<file path="config.mk">
export PLATFORM = sky130hd
export DESIGN_NAME = line_pixel_rasterizer_top_flat
export DESIGN_NICKNAME = d
export VERILOG_FILES = /design/src/rtl/core/lpr_pkg.sv /design/src/rtl/core/lpr_req_if.sv /design/src/rtl/core/lpr_pix_if.sv /design/src/rtl/core/lpr_walker.sv /design/src/rtl/core/lpr_addr.sv /design/src/rtl/core/lpr_out_stage.sv /design/src/rtl/core/line_pixel_rasterizer_top.sv /design/src/flat_wrapper.sv
export SDC_FILE = /design/constraint.sdc
export NUM_CORES = 1
export LEC_CHECK = 0
export BUFFER_PORTS_ARGS = -buffer_cell sky130_fd_sc_hd__buf_2
export CAP_MARGIN = 20
export CORE_UTILIZATION = 50
export CTS_CLUSTER_DIAMETER = 120
export CTS_CLUSTER_SIZE = 8
export DETAILED_ROUTE_END_ITERATION = 10
export GPL_TIMING_DRIVEN = 1
export PLACE_DENSITY = 0.68
export SLEW_MARGIN = 20
export SYNTH_ARGS = -nofsm -noshare
export SYNTH_HDL_FRONTEND = slang
export SYNTH_SLANG_ARGS = --single-unit
</file>
<file path="constraint.sdc">
create_clock -name clk -period 11.7 [get_ports clk]
set_input_delay 1.17 -clock clk [delete_from_list [all_inputs] [get_ports clk]]
set_output_delay 1.17 -clock clk [all_outputs]
set_load 0.02 [all_outputs]
</file>
<file path="src/rtl/core/lpr_pkg.sv">
package lpr_pkg;

    // Coordinate width of the line endpoints
    localparam int COORD_BITS_DEFAULT = 7;

    // Result field widths
    localparam int PIXEL_X_BITS    = 7;
    localparam int PIXEL_Y_BITS    = 6;
    localparam int BYTE_INDEX_BITS = 10;
    localparam int BIT_NUMBER_BITS = 3;

    // Configuration port
    localparam int CFG_INDEX_BITS = 1;
    localparam int CFG_DATA_BITS  = 7;

    localparam logic [CFG_INDEX_BITS-1:0] CFG_SCREEN_WIDTH  = 1'b0;
    localparam logic [CFG_INDEX_BITS-1:0] CFG_SCREEN_HEIGHT = 1'b1;

    localparam logic [CFG_DATA_BITS-1:0] RESET_SCREEN_WIDTH  = 7'd84;
    localparam logic [CFG_DATA_BITS-1:0] RESET_SCREEN_HEIGHT = 7'd48;

    // Tallest screen the frame-buffer addressing covers
    localparam logic [CFG_DATA_BITS-1:0] MAX_SCREEN_HEIGHT = 7'd64;

    // Command codes
    localparam logic CMD_LOAD = 1'b0;
    localparam logic CMD_STEP = 1'b1;

    // Walker status handed to the output stage
    typedef struct packed {
        logic fire;   // a pixel is produced by this transfer
        logic last;   // that pixel ends the line
    } step_ctl_t;

endpackage

</file>
<file path="src/rtl/core/lpr_req_if.sv">
interface lpr_req_if #(
    parameter int COORD_BITS = lpr_pkg::COORD_BITS_DEFAULT
);
    logic                  valid;
    logic                  ready;
    logic                  cmd;
    logic [COORD_BITS-1:0] start_x;
    logic [COORD_BITS-1:0] start_y;
    logic [COORD_BITS-1:0] end_x;
    logic [COORD_BITS-1:0] end_y;

    modport source (
        output valid, cmd, start_x, start_y, end_x, end_y,
        input  ready
    );

    modport sink (
        input  valid, cmd, start_x, start_y, end_x, end_y,
        output ready
    );
endinterface

</file>
<file path="src/rtl/core/lpr_pix_if.sv">
interface lpr_pix_if;
    logic                                valid;
    logic                                ready;
    logic [lpr_pkg::PIXEL_X_BITS-1:0]    pixel_x;
    logic [lpr_pkg::PIXEL_Y_BITS-1:0]    pixel_y;
    logic [lpr_pkg::BYTE_INDEX_BITS-1:0] byte_index;
    logic [lpr_pkg::BIT_NUMBER_BITS-1:0] bit_number;
    logic                                last_pixel;

    modport source (
        output valid, pixel_x, pixel_y, byte_index, bit_number, last_pixel,
        input  ready
    );

    modport sink (
        input  valid, pixel_x, pixel_y, byte_index, bit_number, last_pixel,
        output ready
    );
endinterface

</file>
<file path="src/rtl/core/lpr_walker.sv">
module lpr_walker #(
    parameter int COORD_BITS = lpr_pkg::COORD_BITS_DEFAULT
) (
    input  logic                  clk,
    input  logic                  rst_n,
    input  logic                  accept,
    input  logic                  cmd,
    input  logic [COORD_BITS-1:0] start_x,
    input  logic [COORD_BITS-1:0] start_y,
    input  logic [COORD_BITS-1:0] end_x,
    input  logic [COORD_BITS-1:0] end_y,
    output logic [COORD_BITS-1:0] cur_x,
    output logic [COORD_BITS-1:0] cur_y,
    output lpr_pkg::step_ctl_t    ctl
);
    import lpr_pkg::*;

    // Error term holds -2*span .. 2*span, signed
    localparam int ERR_BITS = COORD_BITS + 3;
    localparam int EXT_BITS = ERR_BITS - COORD_BITS;

    logic [COORD_BITS-1:0]      cur_x_reg, cur_x_next;
    logic [COORD_BITS-1:0]      cur_y_reg, cur_y_next;
    logic [COORD_BITS-1:0]      stop_x_reg, stop_x_next;
    logic [COORD_BITS-1:0]      stop_y_reg, stop_y_next;
    logic [COORD_BITS-1:0]      span_x_reg, span_x_next;
    logic [COORD_BITS-1:0]      span_y_reg, span_y_next;
    logic signed [ERR_BITS-1:0] err_reg, err_next;
    logic                       dir_x_neg_reg, dir_x_neg_next;
    logic                       dir_y_neg_reg, dir_y_neg_next;
    logic                       x_major_reg, x_major_next;
    logic                       busy_reg, busy_next;

    // Load-side values
    logic                  ld_dir_x_neg;
    logic                  ld_dir_y_neg;
    logic [COORD_BITS-1:0] ld_span_x;
    logic [COORD_BITS-1:0] ld_span_y;
    logic                  ld_x_major;
    logic [COORD_BITS-1:0] ld_major;

    // Step-side values
    logic [COORD_BITS-1:0]      major_span;
    logic [COORD_BITS-1:0]      minor_span;
    logic signed [ERR_BITS-1:0] err_sum;
    logic                       minor_move;
    logic [COORD_BITS-1:0]      step_x;
    logic [COORD_BITS-1:0]      step_y;
    logic                       step_busy;
    logic                       do_step;

    // Set up direction, spans and major axis from the endpoints
    always_comb
    begin
        ld_dir_x_neg = !(end_x > start_x);
        ld_dir_y_neg = !(end_y > start_y);
        ld_span_x    = ld_dir_x_neg ? start_x - end_x : end_x - start_x;
        ld_span_y    = ld_dir_y_neg ? start_y - end_y : end_y - start_y;
        ld_x_major   = ld_span_x > ld_span_y;
        ld_major     = ld_x_major ? ld_span_x : ld_span_y;
    end

    // One Bresenham step: add twice the minor span, maybe move on the minor axis
    always_comb
    begin
        major_span = x_major_reg ? span_x_reg : span_y_reg;
        minor_span = x_major_reg ? span_y_reg : span_x_reg;
        err_sum    = err_reg + $signed({{EXT_BITS{1'b0}}, minor_span} << 1);
        minor_move = err_sum > 0;
        step_x     = cur_x_reg;
        step_y     = cur_y_reg;
        if (x_major_reg || minor_move)
        begin
            step_x = dir_x_neg_reg ? cur_x_reg - 1'b1 : cur_x_reg + 1'b1;
        end
        if (!x_major_reg || minor_move)
        begin
            step_y = dir_y_neg_reg ? cur_y_reg - 1'b1 : cur_y_reg + 1'b1;
        end
        step_busy = x_major_reg ? (step_x != stop_x_reg) : (step_y != stop_y_reg);
    end

    assign do_step = accept && (cmd == CMD_STEP) && busy_reg;

    // Next state for load, step, or hold
    always_comb
    begin
        cur_x_next     = cur_x_reg;
        cur_y_next     = cur_y_reg;
        stop_x_next    = stop_x_reg;
        stop_y_next    = stop_y_reg;
        span_x_next    = span_x_reg;
        span_y_next    = span_y_reg;
        err_next       = err_reg;
        dir_x_neg_next = dir_x_neg_reg;
        dir_y_neg_next = dir_y_neg_reg;
        x_major_next   = x_major_reg;
        busy_next      = busy_reg;
        if (accept && (cmd == CMD_LOAD))
        begin
            cur_x_next     = start_x;
            cur_y_next     = start_y;
            stop_x_next    = end_x;
            stop_y_next    = end_y;
            span_x_next    = ld_span_x;
            span_y_next    = ld_span_y;
            err_next       = -$signed({{EXT_BITS{1'b0}}, ld_major});
            dir_x_neg_next = ld_dir_x_neg;
            dir_y_neg_next = ld_dir_y_neg;
            x_major_next   = ld_x_major;
            busy_next      = ld_major != '0;
        end
        else if (do_step)
        begin
            cur_x_next = step_x;
            cur_y_next = step_y;
            err_next   = minor_move
                       ? err_sum - $signed({{EXT_BITS{1'b0}}, major_span} << 1)
                       : err_sum;
            busy_next  = step_busy;
        end
    end

    always_ff @(posedge clk or negedge rst_n)
    begin
        if (!rst_n)
        begin
            cur_x_reg     <= '0;
            cur_y_reg     <= '0;
            stop_x_reg    <= '0;
            stop_y_reg    <= '0;
            span_x_reg    <= '0;
            span_y_reg    <= '0;
            err_reg       <= '0;
            dir_x_neg_reg <= 1'b0;
            dir_y_neg_reg <= 1'b0;
            x_major_reg   <= 1'b0;
            busy_reg      <= 1'b0;
        end
        else
        begin
            cur_x_reg     <= cur_x_next;
            cur_y_reg     <= cur_y_next;
            stop_x_reg    <= stop_x_next;
            stop_y_reg    <= stop_y_next;
            span_x_reg    <= span_x_next;
            span_y_reg    <= span_y_next;
            err_reg       <= err_next;
            dir_x_neg_reg <= dir_x_neg_next;
            dir_y_neg_reg <= dir_y_neg_next;
            x_major_reg   <= x_major_next;
            busy_reg      <= busy_next;
        end
    end

    // The pixel emitted is the one before the step
    assign cur_x    = cur_x_reg;
    assign cur_y    = cur_y_reg;
    assign ctl.fire = do_step;
    assign ctl.last = !step_busy;
endmodule

</file>
<file path="src/rtl/core/lpr_addr.sv">
module lpr_addr #(
    parameter int COORD_BITS = lpr_pkg::COORD_BITS_DEFAULT
) (
    input  logic [COORD_BITS-1:0]                cur_x,
    input  logic [COORD_BITS-1:0]                cur_y,
    input  logic [lpr_pkg::CFG_DATA_BITS-1:0]    screen_width,
    input  logic [lpr_pkg::CFG_DATA_BITS-1:0]    screen_height,
    output logic [lpr_pkg::PIXEL_X_BITS-1:0]     pixel_x,
    output logic [lpr_pkg::PIXEL_Y_BITS-1:0]     pixel_y,
    output logic [lpr_pkg::BYTE_INDEX_BITS-1:0]  byte_index,
    output logic [lpr_pkg::BIT_NUMBER_BITS-1:0]  bit_number
);
    import lpr_pkg::*;

    localparam int BPC_BITS  = CFG_DATA_BITS - 3;
    localparam int PROD_BITS = PIXEL_X_BITS + BPC_BITS;

    logic [CFG_DATA_BITS-1:0] lim_x;
    logic [CFG_DATA_BITS-1:0] height;
    logic [CFG_DATA_BITS-1:0] lim_y_full;
    logic [PIXEL_Y_BITS-1:0]  lim_y;
    logic [BPC_BITS-1:0]      bytes_per_col;
    logic [PROD_BITS-1:0]     col_base;
    logic [PROD_BITS-1:0]     addr_sum;

    // Clamp to the screen limits
    always_comb
    begin
        lim_x      = (screen_width == '0) ? '0 : screen_width - 1'b1;
        height     = (screen_height > MAX_SCREEN_HEIGHT) ? MAX_SCREEN_HEIGHT : screen_height;
        lim_y_full = (height == '0) ? '0 : height - 1'b1;
        lim_y      = lim_y_full[PIXEL_Y_BITS-1:0];
        pixel_x    = (cur_x > COORD_BITS'(lim_x)) ? lim_x : cur_x[PIXEL_X_BITS-1:0];
        pixel_y    = (cur_y > COORD_BITS'(lim_y)) ? lim_y : cur_y[PIXEL_Y_BITS-1:0];
    end

    // Column-major byte address: x * (height / 8) + y / 8
    always_comb
    begin
        bytes_per_col = height[CFG_DATA_BITS-1:3];
        col_base      = PROD_BITS'(pixel_x) * PROD_BITS'(bytes_per_col);
        addr_sum      = col_base + PROD_BITS'(pixel_y[PIXEL_Y_BITS-1:3]);
        byte_index    = addr_sum[BYTE_INDEX_BITS-1:0];
        bit_number    = pixel_y[BIT_NUMBER_BITS-1:0];
    end
endmodule

</file>
<file path="src/rtl/core/lpr_out_stage.sv">
module lpr_out_stage (
    input  logic                                clk,
    input  logic                                rst_n,
    input  lpr_pkg::step_ctl_t                  ctl,
    input  logic [lpr_pkg::PIXEL_X_BITS-1:0]    pixel_x,
    input  logic [lpr_pkg::PIXEL_Y_BITS-1:0]    pixel_y,
    input  logic [lpr_pkg::BYTE_INDEX_BITS-1:0] byte_index,
    input  logic [lpr_pkg::BIT_NUMBER_BITS-1:0] bit_number,
    output logic                                in_ready,
    lpr_pix_if.source                           result
);
    import lpr_pkg::*;

    logic                       valid_reg, valid_next;
    logic [PIXEL_X_BITS-1:0]    pixel_x_reg;
    logic [PIXEL_Y_BITS-1:0]    pixel_y_reg;
    logic [BYTE_INDEX_BITS-1:0] byte_index_reg;
    logic [BIT_NUMBER_BITS-1:0] bit_number_reg;
    logic                       last_reg;

    // Take a new item when the slot is empty or drains in this cycle
    assign in_ready   = !valid_reg || result.ready;
    assign valid_next = ctl.fire || (valid_reg && !result.ready);

    always_ff @(posedge clk or negedge rst_n)
    begin
        if (!rst_n)
        begin
            valid_reg <= 1'b0;
        end
        else
        begin
            valid_reg <= valid_next;
        end
    end

    // Capture the pixel payload on a step transfer
    always_ff @(posedge clk)
    begin
        if (ctl.fire)
        begin
            pixel_x_reg    <= pixel_x;
            pixel_y_reg    <= pixel_y;
            byte_index_reg <= byte_index;
            bit_number_reg <= bit_number;
            last_reg       <= ctl.last;
        end
    end

    assign result.valid      = valid_reg;
    assign result.pixel_x    = pixel_x_reg;
    assign result.pixel_y    = pixel_y_reg;
    assign result.byte_index = byte_index_reg;
    assign result.bit_number = bit_number_reg;
    assign result.last_pixel = last_reg;
endmodule

</file>
<file path="src/rtl/core/line_pixel_rasterizer_top.sv">
// A step transfer shows its pixel on the result channel in the next cycle.
// Throughput: one command per cycle unless a held result stalls in_ready; the
// Bresenham step (one add, compare and increment on the walker registers) and
// the address multiply are combinational. Loads and steps that produce no pixel
// leave nothing on the result channel. Reset (rst_n, async, active low) idles
// the walker, empties the result register and sets the screen to 84 by 48.
module line_pixel_rasterizer_top #(
    parameter int COORD_BITS = lpr_pkg::COORD_BITS_DEFAULT
) (
    input  logic                               clk,
    input  logic                               rst_n,
    input  logic                               cfg_we,
    input  logic [lpr_pkg::CFG_INDEX_BITS-1:0] cfg_index,
    input  logic [lpr_pkg::CFG_DATA_BITS-1:0]  cfg_data,
    lpr_req_if.sink                            request,
    lpr_pix_if.source                          result
);
    import lpr_pkg::*;

    logic [CFG_DATA_BITS-1:0]   width_reg, width_next;
    logic [CFG_DATA_BITS-1:0]   height_reg, height_next;
    logic                       accept;
    logic                       in_ready;
    logic [COORD_BITS-1:0]      cur_x;
    logic [COORD_BITS-1:0]      cur_y;
    step_ctl_t                  ctl;
    logic [PIXEL_X_BITS-1:0]    pixel_x;
    logic [PIXEL_Y_BITS-1:0]    pixel_y;
    logic [BYTE_INDEX_BITS-1:0] byte_index;
    logic [BIT_NUMBER_BITS-1:0] bit_number;

    // Screen size registers
    always_comb
    begin
        width_next  = width_reg;
        height_next = height_reg;
        if (cfg_we)
        begin
            case (cfg_index)
                CFG_SCREEN_WIDTH:  width_next  = cfg_data;
                CFG_SCREEN_HEIGHT: height_next = cfg_data;
                default:           width_next  = width_reg;
            endcase
        end
    end

    always_ff @(posedge clk or negedge rst_n)
    begin
        if (!rst_n)
        begin
            width_reg  <= RESET_SCREEN_WIDTH;
            height_reg <= RESET_SCREEN_HEIGHT;
        end
        else
        begin
            width_reg  <= width_next;
            height_reg <= height_next;
        end
    end

    // Command transfer
    assign request.ready = in_ready;
    assign accept        = request.valid && in_ready;

    lpr_walker #(
        .COORD_BITS (COORD_BITS)
    ) u_walker (
        .clk     (clk),
        .rst_n   (rst_n),
        .accept  (accept),
        .cmd     (request.cmd),
        .start_x (request.start_x),
        .start_y (request.start_y),
        .end_x   (request.end_x),
        .end_y   (request.end_y),
        .cur_x   (cur_x),
        .cur_y   (cur_y),
        .ctl     (ctl)
    );

    lpr_addr #(
        .COORD_BITS (COORD_BITS)
    ) u_addr (
        .cur_x         (cur_x),
        .cur_y         (cur_y),
        .screen_width  (width_reg),
        .screen_height (height_reg),
        .pixel_x       (pixel_x),
        .pixel_y       (pixel_y),
        .byte_index    (byte_index),
        .bit_number    (bit_number)
    );

    lpr_out_stage u_out_stage (
        .clk        (clk),
        .rst_n      (rst_n),
        .ctl        (ctl),
        .pixel_x    (pixel_x),
        .pixel_y    (pixel_y),
        .byte_index (byte_index),
        .bit_number (bit_number),
        .in_ready   (in_ready),
        .result     (result)
    );
endmodule

</file>
<file path="src/flat_wrapper.sv">
// flat-port wrapper written by rule: the top's interface ports become plain ports
module line_pixel_rasterizer_top_flat import lpr_pkg::*;
#(
    parameter int COORD_BITS = lpr_pkg::COORD_BITS_DEFAULT
)
  (clk, rst_n, cfg_we, cfg_index, cfg_data, request_valid, request_cmd, request_start_x, request_start_y, request_end_x, request_end_y, request_ready, result_valid, result_pixel_x, result_pixel_y, result_byte_index, result_bit_number, result_last_pixel, result_ready);
  lpr_req_if #(.COORD_BITS(COORD_BITS)) request_i ();
  lpr_pix_if result_i ();
  input  logic clk;
  input  logic rst_n;
  input  logic cfg_we;
  input  logic [lpr_pkg::CFG_INDEX_BITS-1:0] cfg_index;
  input  logic [lpr_pkg::CFG_DATA_BITS-1:0] cfg_data;
  input wire logic [$bits(request_i.valid)-1:0] request_valid;
  input wire logic [$bits(request_i.cmd)-1:0] request_cmd;
  input wire logic [$bits(request_i.start_x)-1:0] request_start_x;
  input wire logic [$bits(request_i.start_y)-1:0] request_start_y;
  input wire logic [$bits(request_i.end_x)-1:0] request_end_x;
  input wire logic [$bits(request_i.end_y)-1:0] request_end_y;
  output wire logic [$bits(request_i.ready)-1:0] request_ready;
  output wire logic [$bits(result_i.valid)-1:0] result_valid;
  output wire logic [$bits(result_i.pixel_x)-1:0] result_pixel_x;
  output wire logic [$bits(result_i.pixel_y)-1:0] result_pixel_y;
  output wire logic [$bits(result_i.byte_index)-1:0] result_byte_index;
  output wire logic [$bits(result_i.bit_number)-1:0] result_bit_number;
  output wire logic [$bits(result_i.last_pixel)-1:0] result_last_pixel;
  input wire logic [$bits(result_i.ready)-1:0] result_ready;
  assign request_i.valid = request_valid;
  assign request_i.cmd = request_cmd;
  assign request_i.start_x = request_start_x;
  assign request_i.start_y = request_start_y;
  assign request_i.end_x = request_end_x;
  assign request_i.end_y = request_end_y;
  assign request_ready = request_i.ready;
  assign result_valid = result_i.valid;
  assign result_pixel_x = result_i.pixel_x;
  assign result_pixel_y = result_i.pixel_y;
  assign result_byte_index = result_i.byte_index;
  assign result_bit_number = result_i.bit_number;
  assign result_last_pixel = result_i.last_pixel;
  assign result_i.ready = result_ready;
  line_pixel_rasterizer_top #(.COORD_BITS(COORD_BITS)) u_core (.clk(clk), .rst_n(rst_n), .cfg_we(cfg_we), .cfg_index(cfg_index), .cfg_data(cfg_data), .request(request_i), .result(result_i));
endmodule
</file>
==> results by group <==
Drt
  – Drt pass-1 iters: 5
  – Antenna viol nets, final: 0
  – Vias: 7,240
  – Initial DRC count: 448
  – WL/cell: roughly 17 um
  – Vias/cell: ~5.8
  – # DRC: 0
  – Post-Route WL: roughly 21,000 um

Setup path
  – Critical Path Start: u_core.width_reg[3]
  – Crit path arrival time: 6.27 ns
  – Worst path required time: about 12 ns
  – CP most frequent cell: a21oi_1
  – Flop2flop setup slack: about 5.6 ns
  – Slowest CP cell: o22ai_1
  – Worst reg2reg path depth: 26
  – CP endpoint kind: flop
  – CP Launch Type: flop
  – RR Startpoint: u_core.width_reg[3]
  – FF-to-FF End: u_core.u_out_stage.result.byte_index[9]
  – Crit-path max FO: 12
  – Crit Path Class: reg2reg
  – Critical Path Max Stage Delay: 0.61 ns

Global route
  – Largest net degree at the start of global routing: 73
  – Global-route wire length before repair: 35,500 um
  – Vias in the first global route: 6,978
  – Initial antenna violation count: 0
  – GRT Util Overall: around 25%
  – Grt total ovfl: 0

Floorplanning
  – Row count: 47
  – DIE AREA: 0.0178 mm^2
  – Ports: 71
  – Die Span Y: between 100 and 150 um
  – Core Footprint: about 0.017 mm^2
  – Initial Util: between 50% and 60%
  – Chip width: between 100 and 150 um

Yosys
  – Syn Nets: between 1,000 and 1,500
  – Ranking of synthesized cells by area: dfrtp_1 (19%), ha_1 (14%), edfxtp_1 (8.3%)
  – #FFs+latches synth: between 90 and 100
  – Avg Synthesized Cell Area: about 9 um^2
  – Yosys cell types: 86
  – Top cell type's share of synthesized area: between 10% and 20%
  – Post-synthesis sequential area ratio: between 20% and 30%
  – Synth Flop Type: dfrtp_1
  – Largest area contributor in the netlist: dfrtp_1
  – Largest family of logic cells by synthesized area: compound AO/OA/AOI/OAI gates
  – Mapped cell area: 0.00866 mm^2
  – Top-count cell post-synth: nand2_1
  – Synth cell count leaders: nand2_1 (129), ha_1 (97), inv_1 (91)
  – Post-synthesis mux area share: a little under 5%
  – Cells after Synth: 979
  – Xor/xnor share of the synthesized area: ~5.4%
  – Area share of fa/ha/maj cells after synthesis: between 10% and 20%
  – Yosys warns: 0
  – Post-Synth Simple-Gate Area: ~17%
  – Ys async rst share: roughly three quarters
  – EDFF count, synth: 24
  – Synth Area in Compound Gates: about a fifth

Cells and area
  – Share of layout cells above drive strength 1: around 14%
  – Post-Layout Cell Count: roughly 1,300
  – Final-stage net count: about 1,200
  – Ant diodes: 0
  – Area Overhead vs Synth: 9.25%
  – Fillcell total: ~1,600

Placed design
  – Port Buf Inserts: 70
  – Gpl congestion: between 0.9 and 1
  – Placed cells: between 1,000 and 1,500
  – Post-DP HPWL: 16,800 um

Power
  – LEAKAGE: 4.50 nW
  – NetSw: 0.00126 W
  – Pwr/cell area: roughly 280 mW/mm^2
  – Sequential share of power: a little over a fifth
  – Clock power frac: between 10 and 15%
  – Logic pwr share: 66.7%
  – Peak VDD IR: between 100 and 150 uV
  – Internal Power: between 0.001 and 0.0015 W
  – Switch share: 47.7%

Clock tree
  – Clock buffer depth: 2
  – CTS Hold Bufs: 0
  – Root cell of the clock tree: clkbuf_16
  – Number of gates resized after CTS: 0
  – Clock sinks: 95
  – # H-tree levels: 3
  – Clk_lat worst skew: 0.36 ns
  – Setup Fix Bufs, Post-CTS: 0
  – Clock slew at reported path FFs: roughly 0.07 ns
  – Num CTS Buffers: 9
  – CTS tree: done

Hold path
  – Type of the worst min-delay path: reg2reg
  – Hold Path Origin: u_core.u_walker.err_reg[0]
  – Hold depth: 2
  – Worst hold path endpoint: u_core.u_walker.err_reg[0]

Job
  – Max cap viols: 0

STA
  – # setup viols final: 0
  – Clock skew: 0.0123 ns
  – Fmax: approximately 160 MHz
  – RSZ-0062 raised after global routing: false
  – Final TNS setup: 0 ns
  – Final period util: 52.6%
  – Fin. Hold Viols: 0
  – Worst-margin pin slew: between 0.9 and 1 ns
  – Slew margin rel.: 38.2%
  – Max-slew violations: 0
  – Post-route minimum period: 6.15 ns

Outcome
  – Outcome: finished clean
-- worst max path at each step --
stage	slack, ns	depth (start not counted)	to
finish	5.55	26	u_core.u_out_stage.result.byte_index[9]
global route	4.91	26	u_core.u_out_stage.result.byte_index[9]
CTS	5.53	26	u_core.u_out_stage.result.byte_index[9]
detailed placement	5.59	26	u_core.u_out_stage.result.byte_index[9]
global placement	5.73	26	u_core.u_out_stage.result.byte_index[9]
floorplan	6.14	28	u_core.u_out_stage.result.byte_index[9]
-- metrics by stage --
step	worst slack (ns)	hold WS [ns]	cell area (um^2)	util [%]	total power, W
5_1_grt	4.91	0.530	9460	56.4	0.00290
6_report	5.55	0.499	9460	56.4	0.00265
3_3_place_gp	5.73	0.477	9150	54.6	0.00229
2_1_floorplan	6.14	0.451	8660	-	0.00196
3_5_place_dp	5.59	0.478	9150	54.6	0.00232
4_1_cts	5.53	0.491	9460	56.4	0.00264
-- kinds of logic (layout without fill, tap and decap cells) --
logic type	count (synthesis)	after routing
AO/OA/AOI/OAI	255	255
XOR/XNOR	52	52
adder cells (fa/ha/maj)	116	116
buffers and inverters	124	182
flip-flops	95	95
multiplexers	39	39
AND/OR/NAND/NOR	298	298
-- layout make-up --
type | instances | area (um^2) | share of cell area [%]
Clock buffer | 11 | 243 | 2.57
Clock inverter | 5 | 66.3 | 0.701
Timing Repair Buffer | 75 | 390 | 4.13
Multi-Input combinational cell | 760 | 5640 | 59.6
Sequential cell | 95 | 2500 | 26.5
Inverter | 91 | 342 | 3.61
Tap cell | 220 | 275 | 2.91
-- power by group through the flow --
stage | sequential, W | clock (W) | combinational, W
floorplan | 0.000565 | 0 | 0.00139
global placement | 0.000575 | 0 | 0.00171
detailed placement | 0.000577 | 0 | 0.00174
CTS | 0.000571 | 0.000312 | 0.00176
global route | 0.000588 | 0.000325 | 0.00199
finish | 0.000573 | 0.000307 | 0.00177
-- critical path, delay by kind of cell (launching register included) --
kind,cells,cell delay (ns)
buf+inv,3,0.23
compound gates,11,2.26
flops,1,0.41
fa+ha+maj,5,1.86
simple gates,6,1.05
xor+xnor,1,0.08
-- layer usage --
| metal | vias to the layer above | share of wire, % | global-route usage (%) |
|---|---|---|---|
| met3 | 23 | 5.5 | 3.69 |
| met4 | 0 | 1.5 | 7.64 |
| met5 | - | 0 | 0 |
| li1 | 3583 | - | - |
| met2 | 195 | 45 | 39.8 |
| met1 | 3439 | 48 | 36.1 |
-- placed cells by master, fill, tap and decap left out, types with 11 or more instances in the layout --
master    netlist  routed
a211oi_1       13      13
a21o_1         21      21
a21oi_1        55      55
and2_1         11      11
buf_2           7      69
dfrtp_1        66      66
edfxtp_1       24      24
fa_1           19      19
ha_1           97      97
inv_1          91      91
mux2_2         23      23
mux2i_1        16      16
nand2_1       129     129
nand3_1        13      13
nor2_1         48      48
nor2b_1        17      17
nor3_1         18      18
o21ai_0        70      70
o21bai_1       11      11
xnor2_1        32      32
xor2_1         19      19
Power figures use the tool's default switching activity.
